$ cat src/rtl/hpq_pkg.sv
// ----------------------------------------------------------------------------
// hpq_pkg
// Shared types and codes for the max priority queue: operation and status
// codes, controller states and the control bundle sent to the cell row.
// ----------------------------------------------------------------------------
package hpq_pkg;

    localparam int unsigned VALUE_W  = 32;
    localparam int unsigned STATUS_W = 2;
    localparam int unsigned COUNT_W  = 7;

    localparam logic OP_INSERT = 1'b0;
    localparam logic OP_REMOVE = 1'b1;

    localparam logic [STATUS_W-1:0] ST_OK    = 2'd0;
    localparam logic [STATUS_W-1:0] ST_EMPTY = 2'd1;
    localparam logic [STATUS_W-1:0] ST_FULL  = 2'd2;

    typedef logic signed [VALUE_W-1:0] value_t;

    typedef enum logic {
        S_IDLE,
        S_REPORT
    } state_t;

    typedef struct packed {
        logic insert_en;
        logic remove_en;
    } cell_ctrl_t;

endpackage

$ cat src/rtl/hpq_cell.sv
// ----------------------------------------------------------------------------
// hpq_cell
// One slot of the sorted row. Slots are kept in descending order; on insert
// a slot shifts its value down the row or takes the new value, on remove it
// takes the value of the slot after it.
// ----------------------------------------------------------------------------
module hpq_cell (
    input  logic                aclk,
    input  hpq_pkg::cell_ctrl_t ctrl,
    input  hpq_pkg::value_t     new_value,
    input  hpq_pkg::value_t     prev_value,
    input  logic                prev_greater,
    input  hpq_pkg::value_t     next_value,
    input  logic                occupied,
    output hpq_pkg::value_t     value,
    output logic                greater
);

    hpq_pkg::value_t value_reg;
    hpq_pkg::value_t value_next;

    // an empty slot ranks below any value
    assign greater = !occupied || (new_value > value_reg);
    assign value   = value_reg;

    always_comb begin
        value_next = value_reg;
        if (ctrl.insert_en && greater) begin
            // the slot before also moved down, so take its old value
            value_next = prev_greater ? prev_value : new_value;
        end else if (ctrl.remove_en) begin
            value_next = next_value;
        end
    end

    always_ff @(posedge aclk) begin
        value_reg <= value_next;
    end

endmodule
$ cat config.mk
export PLATFORM = sky130hd
export DESIGN_NAME = hpq_cell
export DESIGN_NICKNAME = d
export VERILOG_FILES = /design/src/rtl/hpq_pkg.sv /design/src/rtl/hpq_cell.sv
export SDC_FILE = /design/constraint.sdc
export NUM_CORES = 1
export LEC_CHECK = 0
export ABC_AREA = 0
export BUFFER_PORTS_ARGS = -buffer_cell sky130_fd_sc_hd__buf_4
export CAP_MARGIN = 10
export CORE_MARGIN = 2
export CORE_UTILIZATION = 48
export CTS_BUF_LIST = sky130_fd_sc_hd__clkbuf_2
export DETAILED_ROUTE_END_ITERATION = 8
export PLACE_DENSITY = 0.83
export SLEW_MARGIN = 20
export SYNTH_ARGS = -nofsm -noshare
export SYNTH_HDL_FRONTEND = slang
export SYNTH_SLANG_ARGS = --single-unit
$ cat constraint.sdc
create_clock -name aclk -period 4.36 [get_ports aclk]
set_input_delay 1.09 -clock aclk [delete_from_list [all_inputs] [get_ports aclk]]
set_output_delay 1.09 -clock aclk [all_outputs]
set_load 0.02 [all_outputs]
==> qor.yml, run 1 <==
status: "finished, final reports clean"
cp.required_ns: 3.27
grt_pass1_wl_um: 10000
largest_reg_flops: 32
chipWidth_um: 79.8
cts_tree: "built"
rr_startpoint: "value[31]"
cts_setup_buffers: 0
multiInputGateArea_sq_um: 1600
ctsResizeCount: 0
yosysWarningCount: 0
rows: 27
hold_path.class: "input pin to flop"
clkTransAtPathRegs_ns: 0.17
dieArea_sq_um: 6370
cp.arrival_ns: 3.12
place.gp.congestion: 0.778
antenna_found_initial: 0
finClkSkew_ns: 0.0142
post-route-period-util: 0.966
start_util: 0.498
yosysSeqAreaShare: 0.348
dp_slack_ns: 0.165
setup_viol: 0
pwr_density_cell_nw_per_um2: 330
max_freq_mhz: 238
dr.pass1.iters: 4
htreeDepth: 2
drt-total-wl_um: 6620
final_hold_viol_count: 0
die_y_um: 79.8
cts.sinks: 32
timing.hold.ws_ns: 1.01
r2r_setup_slack_ns: 1.17
cts_buffer_depth: 2
ff2ff_path_depth: 9
period_needed_ns: 4.21
grt_usage: 0.205
slowest_delay_ns: 0.59
routedWlPerCell_um: 15.1
synth_area_sq_um: 2760
min_from: "next_value[25]"
ys_ff_latch: 32
areaGrowthSynthToFinish_pct: 38.9
num-fill-cells: 429
io_buffers: 133
ctsHoldBuffers: 0
root_buffer: "clkbuf_2"
syn_nets: 363
vias: 2263
diodes: 0
yosysUniqueCellTypes: 29
rsz0062_at_grt: "no"
vdd_drop_max_uv: 216
post-route-util: 0.692
placed_area_sq_um: 3790
cp_max_fo: 3
worst_slew_pin_slew_ns: 0.790
vias_per_cell: 5.17
drive_above_1_share: 0.579
syn_area_per_cell_sq_um: 12.0
drt_iter0_markers: 72
ant_nets: 0
cts_made_buffers: 5
io_pins: 134
drc_errors: 0
design_area_sq_um: 3830
cp-start-kind: "input pin"
final_nets: 498
grt_overflow: 0
crit_slowest_cell: "or4_4"
relSlewSlack: 0.474
regToRegEndpoint: "value[31]"
dp_hpwl_um: 5330
grt_pass1_vias: 2288
maxSlewViolCount: 0
grt_max_degree: 34
maxCapViolations: 0
critPathCaptureType: "output pin"
fin_ws_ns: 0.150
path_cells: "buf_4 -> ha_1 -> nand4_1 -> or4_4 -> nor3_1 -> nor3_1 -> o21a_1 -> a21bo_2 -> buf_4"
area.sequential_sq_um: 961
whs_path_depth: 2
clk_latency_ns: 0.36
core_sq_um: 5540
min_to: "value[25]"
syn-instance-count: 230
critPathKind: "input pin to output pin"
p_leak_nw: 1.92
setup-tns-final_ns: 0
==> final cells by class <==
class,instances,share of cell area
Multi-Input combinational cell,156,0.417
Tap cell,72,0.0235
Clock inverter,1,0.000979
Timing Repair Buffer,135,0.264
Clock buffer,7,0.00914
Inverter,35,0.0343
Sequential cell,32,0.251
==> cell usage in the layout, fill, tap and decap left out, types with 2 or more instances in the layout <==
cell and instances:
a21oi_1 16, buf_4 135, clkbuf_2 7, edfxtp_1 32, ha_1 32, inv_1 35
mux2_2 34, mux2_4 29, nand2_1 10, nand3_1 3, nand4_1 8, nor3_1 3
o211ai_1 2, o21ai_0 5
==> synth_stat cells (all sizes together) <==
master / n / area share
buf: 4 / 0.016
o21ai: 6 / 0.011
nand2: 10 / 0.014
or2: 1 / 0.0023
a221oi: 1 / 0.0032
or4: 1 / 0.0041
nor3: 3 / 0.0054
or3: 1 / 0.0023
a21o: 1 / 0.0027
mux2: 63 / 0.30
a21bo: 1 / 0.0036
nor2b: 1 / 0.0023
ha: 32 / 0.15
o311ai: 1 / 0.0095
o211ai: 2 / 0.0054
nand4: 8 / 0.018
a21oi: 16 / 0.029
dlygate4sd3: 2 / 0.0073
clkbuf: 1 / 0.0014
and3: 1 / 0.0041
nand3: 3 / 0.0054
o21a: 1 / 0.0027
nor4: 1 / 0.0023
edfxtp: 32 / 0.35
nand2b: 1 / 0.0050
inv: 35 / 0.048
a2bb2oi: 1 / 0.0054
==> worst max path at each step <==
| stage | slack, ns | cells after the start | endpoint | from |
|---|---|---|---|---|
| 6_report | 0.15 | 9 | greater | new_value[30] |
| 5_1_grt | 0.05 | 9 | greater | new_value[31] |
| 4_1_cts | 0.16 | 9 | greater | new_value[30] |
| 3_5_place_dp | 0.17 | 9 | greater | new_value[30] |
| 3_3_place_gp | 0.25 | 9 | greater | new_value[27] |
| 2_1_floorplan | 0.42 | 7 | greater | new_value[31] |
==> per-stage QoR <==
step | std cells | power (mW)
after CTS | 438 | 1.28
final | 438 | 1.27
after global routing | 438 | 1.35
after floorplan | 230 | 0.891
after detailed placement | 430 | 1.13
after global placement | 430 | 1.11
==> per-layer routing <==
metal  routed length (um)  vias up  global-route usage
met5                    0        -                   0
met1                 2610     1039               0.225
met4                   89        0              0.0559
li1                     -     1114                   -
met3                  623        9              0.0713
met2                 3300      101               0.373
==> worst max-delay path, delay by kind of cell <==
| kind | cells | cell delay [ns] |
|---|---|---|
| adders and majority gates | 1 | 0.31 |
| buffers and inverters | 2 | 0.27 |
| and+or+nand+nor | 4 | 1.07 |
| AOI/OAI and AO/OA | 2 | 0.37 |
==> power by group <==
group	switching, mW	internal (mW)	total [mW]
logic	0.322	0.338	0.660
clock network	0.103	0.0430	0.146
registers	0.0342	0.427	0.461
total	0.459	0.808	1.27
==> kinds of logic (layout without fill, tap and decap cells) <==
logic type / count (synthesis) / count (layout) / synth area share
multiplexers: 63 / 63 / 0.297
buffers and inverters: 42 / 178 / 0.0726
adder cells (fa/ha/maj): 32 / 32 / 0.145
flip-flops: 32 / 32 / 0.348
AND/OR/NAND/NOR: 31 / 31 / 0.0649
AO/OA/AOI/OAI: 30 / 30 / 0.0726
No activity file was read; power rests on OpenSTA's default activity.
==> inputs of run 2 (changes only) <==
--- a/config.mk
+++ b/config.mk
@@ -13,6 +13,7 @@
 export CTS_BUF_LIST = sky130_fd_sc_hd__clkbuf_2
 export DETAILED_ROUTE_END_ITERATION = 8
 export PLACE_DENSITY = 0.83
+export RECOVER_POWER = 25
 export SLEW_MARGIN = 20
 export SYNTH_ARGS = -nofsm -noshare
 export SYNTH_HDL_FRONTEND = slang
==> qor.yml, run 2 (synthesized netlist as in run 1, its figures left out) <==
core_sq_um: 5540
pwr_density_cell_nw_per_um2: 328
dp_hpwl_um: 5330
most-common-layout-cells: "buf_4, inv_1, mux2_2, ha_1, edfxtp_1"
cp-start-kind: "input pin"
die_y_um: 79.8
io_pins: 134
post-route-period-util: 0.965
period_needed_ns: 4.21
crit_slowest_cell: "or4_4"
critPathKind: "input pin to output pin"
cts_made_buffers: 5
vias_per_cell: 5.16
worst_slew_pin_slew_ns: 0.791
num-fill-cells: 455
ant_nets: 0
critPathBufInv: 2
timing.hold.ws_ns: 1.01
drive_above_1_share: 0.514
grt_usage: 0.205
final_nets: 498
antenna_found_initial: 0
fin_ws_ns: 0.151
root_buffer: "clkbuf_2"
grt_pass1_vias: 2288
drt-total-wl_um: 6620
dieArea_sq_um: 6370
cp_max_fo: 3
areaGrowthSynthToFinish_pct: 35.6
cp.arrival_ns: 3.12
relSlewSlack: 0.473
setup_viol: 0
r2r_setup_slack_ns: 1.18
finClkSkew_ns: 0.0137
worst_path_dominant_cell_family: "simple AND/OR/NAND/NOR gates"
drt_iter0_markers: 62
rsz0062_at_grt: "no"
hold_path.class: "input pin to flop"
layout_commonest_cell: "buf_4"
grt_max_degree: 34
clk_latency_ns: 0.36
vias: 2258
p_leak_nw: 1.84
final_hold_viol_count: 0
ctsHoldBuffers: 0
critPathCaptureType: "output pin"
cts_buffer_depth: 2
maxCapViolations: 0
cts_tree: "built"
place.gp.congestion: 0.778
maxSlewViolCount: 0
htreeDepth: 2
path_cells: "buf_4 -> ha_1 -> nand4_1 -> or4_4 -> nor3_1 -> nor3_1 -> o21a_1 -> a21bo_2 -> buf_4"
slowest_delay_ns: 0.59
power_mw: 1.23
placed_area_sq_um: 3790
cts.sinks: 32
drc_errors: 0
clkTransAtPathRegs_ns: 0.17
max_freq_mhz: 238
cp.required_ns: 3.27
start_util: 0.498
cts_setup_buffers: 0
vdd_drop_max_uv: 215
rows: 27
status: "finished, final reports clean"
dp_slack_ns: 0.165
grt_overflow: 0
largest_reg_flops: 32
ctsResizeCount: 0
grt_pass1_wl_um: 10000
diodes: 0
routedWlPerCell_um: 15.1
setup-tns-final_ns: 0
chipWidth_um: 79.8
design_area_sq_um: 3740
dr.pass1.iters: 6
io_buffers: 133
-- run 2: path summary, 6_finish.rpt --
path,start,to,cells after the start
max,new_value[30],greater,9
min,next_value[25],value[25],2
max reg2reg,value[30],value[31],9
min reg2reg,value[31],value[29],6
-- run 2: area by class of cell --
type,count,area [sq um],area share
Multi-Input combinational cell,156,1600,0.427
Sequential cell,32,961,0.257
Timing Repair Buffer,135,923,0.247
Inverter,35,131,0.0351
Tap cell,72,90.1,0.0241
Clock buffer,7,35.0,0.00936
Clock inverter,1,3.75,0.00100
-- run 2: worst register-to-register path: stages (launching register included) --
cell and delay, ns:
edfxtp_1 0.39, inv_1 0.05, ha_1 0.31, nand4_1 0.15, or4_4 0.59, nor3_1 0.24, o21ai_1 0.14, o311ai_4 0.10
buf_4 0.53, mux2_2 0.44
-- run 2: routing by layer --
metal / up-vias / part of all wire / track usage
met5: - / 0 / 0
li1: 1115 / - / -
met1: 1033 / 0.40 / 0.225
met2: 101 / 0.50 / 0.373
met4: 0 / 0.013 / 0.0559
met3: 9 / 0.091 / 0.0713
-- run 2: stage by stage --
stage / util / instances
after floorplan: - / 230
after global placement: 0.685 / 430
after detailed placement: 0.685 / 430
after CTS: 0.692 / 438
after global routing: 0.675 / 438
final: 0.675 / 438
-- run 2: report_power, final --
part           internal [mW]  switching, mW  leakage, nW
combinational          0.300          0.322         1.48
clock                 0.0430          0.103       0.0306
sequential             0.427         0.0328        0.324
==> inputs of run 3 (changes only) <==
--- a/config.mk
+++ b/config.mk
@@ -9,10 +9,10 @@
 export BUFFER_PORTS_ARGS = -buffer_cell sky130_fd_sc_hd__buf_4
 export CAP_MARGIN = 10
 export CORE_MARGIN = 2
-export CORE_UTILIZATION = 48
+export CORE_UTILIZATION = 44
 export CTS_BUF_LIST = sky130_fd_sc_hd__clkbuf_2
 export DETAILED_ROUTE_END_ITERATION = 8
-export PLACE_DENSITY = 0.83
+export PLACE_DENSITY_LB_ADDON = 0.1
 export RECOVER_POWER = 25
 export SLEW_MARGIN = 20
 export SYNTH_ARGS = -nofsm -noshare
==> constraint.sdc (replaced) <==
create_clock -name aclk -period 3.81 [get_ports aclk]
set_input_delay 0.9525 -clock aclk [delete_from_list [all_inputs] [get_ports aclk]]
set_output_delay 0.9525 -clock aclk [all_outputs]
set_load 0.02 [all_outputs]
==> qor.yml, run 3 (synthesized netlist as in run 1, its figures left out) <==
rsz0062_at_grt: "yes"
p_int_mw: 0.893
pwr_density_cell_nw_per_um2: 368
whs_path_depth: 2
hold_path.class: "input pin to flop"
p_switching_mw: 0.524
ant_nets: 0
switching_share: 0.370
dr.pass1.iters: 4
final_cells: 451
drc_errors: 0
status: "finished, final reports clean"
post-route-period-util: 0.992
grt_usage: 0.188
regToRegEndpoint: "value[6]"
cp_common_cell: "buf_4"
grt_pass1_wl_um: 10500
relSlewSlack: 0.702
finClkSkew_ns: 0.0171
period_needed_ns: 3.78
drive_above_1_share: 0.537
design_area_sq_um: 3850
grt_overflow: 0
dp_hpwl_um: 5230
path_cells: "buf_4 -> ha_1 -> nand4_1 -> or4_4 -> nor3_4 -> nor3_1 -> o21a_1 -> a21bo_2 -> buf_4"
most-common-layout-cells: "buf_4, inv_1, mux2_2, ha_1, edfxtp_1"
setup_viol: 0
vdd_drop_max_uv: 177
root_buffer: "clkbuf_2"
power_mw: 1.42
layout_commonest_cell: "buf_4"
cp.arrival_ns: 2.83
cp-start-kind: "input pin"
final_nets: 511
cts.sinks: 32
power_frac_comb: 0.525
antenna_found_initial: 0
htreeDepth: 2
critPathCaptureType: "output pin"
maxCapViolations: 0
vias_per_cell: 5.02
p_leak_nw: 1.90
placed_area_sq_um: 3890
min_to: "value[14]"
crit_slowest_cell: "or4_4"
chipWidth_um: 83.2
min_from: "next_value[14]"
sequentialPowerShare: 0.368
dp_slack_ns: -0.106
p_clk_frac: 0.107
final_hold_viol_count: 0
max_freq_mhz: 265
largest_reg_flops: 32
cts_made_buffers: 5
r2r_setup_slack_ns: 0.92
cts_tree: "built"
slowest_delay_ns: 0.60
post-route-util: 0.643
drt_iter0_markers: 30
diodes: 0
clkTransAtPathRegs_ns: 0.17
start_util: 0.461
grt_max_degree: 34
vias: 2264
clk_latency_ns: 0.38
routedWlPerCell_um: 14.4
drt-total-wl_um: 6480
setup-tns-final_ns: 0
place.gp.congestion: 0.737
dieArea_sq_um: 6920
rr_startpoint: "value[30]"
fin_ws_ns: 0.0297
io_buffers: 133
cp.required_ns: 2.86
worst_slew_pin_slew_ns: 0.446
ctsHoldBuffers: 0
critPathKind: "input pin to output pin"
areaGrowthSynthToFinish_pct: 39.6
cp_max_fo: 3
core_sq_um: 5990
ff2ff_path_depth: 10
rows: 28
grt_pass1_vias: 2268
timing.hold.ws_ns: 0.853
dp_cells: 445
io_pins: 134
maxSlewViolCount: 0
die_y_um: 83.2
cts_buffer_depth: 2
## run 3: changes by cell type in the layout (fill, tap and decap cells not counted), sizes merged
cell and change:
clkbuf -2, buf +13, clkinv -1
## run 3: power by group through the flow
stage | clock (mW) | combinational [mW] | sequential, mW
finish | 0.151 | 0.744 | 0.522
global route | 0.171 | 0.818 | 0.533
CTS | 0.158 | 0.794 | 0.525
detailed placement | 0 | 0.787 | 0.533
global placement | 0 | 0.778 | 0.530
floorplan | 0 | 0.396 | 0.624
## run 3: layout make-up
type / instances / area, sq um
Clock buffer: 5 / 25.0
Sequential cell: 32 / 961
Inverter: 35 / 131
Tap cell: 75 / 93.8
Fill cell: 528 / 2140
Timing Repair Buffer: 148 / 1020
Multi-Input combinational cell: 156 / 1620
## run 3: how the worst max path moves through the flow
stage	to	depth (start not counted)	slack, ns	from
finish	greater	9	0.03	new_value[31]
global route	greater	9	-0.05	new_value[31]
CTS	greater	9	0.004	new_value[27]
detailed placement	greater	9	-0.11	new_value[26]
global placement	greater	9	-0.02	new_value[27]
floorplan	value[0]	9	0.11	new_value[31]
## run 3: critical path, delay by kind of cell
kind	cells	cell delay [ns]
compound gates	2	0.35
fa+ha+maj	1	0.28
buf+inv	2	0.27
simple gates	4	0.97
## run 3: what timing repair did
item                                    in CTS  in global routing
gates resized for setup                      2                  2
endpoints found under the setup margin       1                  1
cloned                                       0                  0
setup buffers                                1                  0
pin swaps                                    1                  1
## run 3: metal layers
metal / GRT usage / wire [um] / vias up
met5: 0 / 0 / -
met4: 0.0596 / 112 / 0
met3: 0.0547 / 453 / 10
met2: 0.334 / 3320 / 82
met1: 0.217 / 2590 / 1037
li1: - / - / 1135
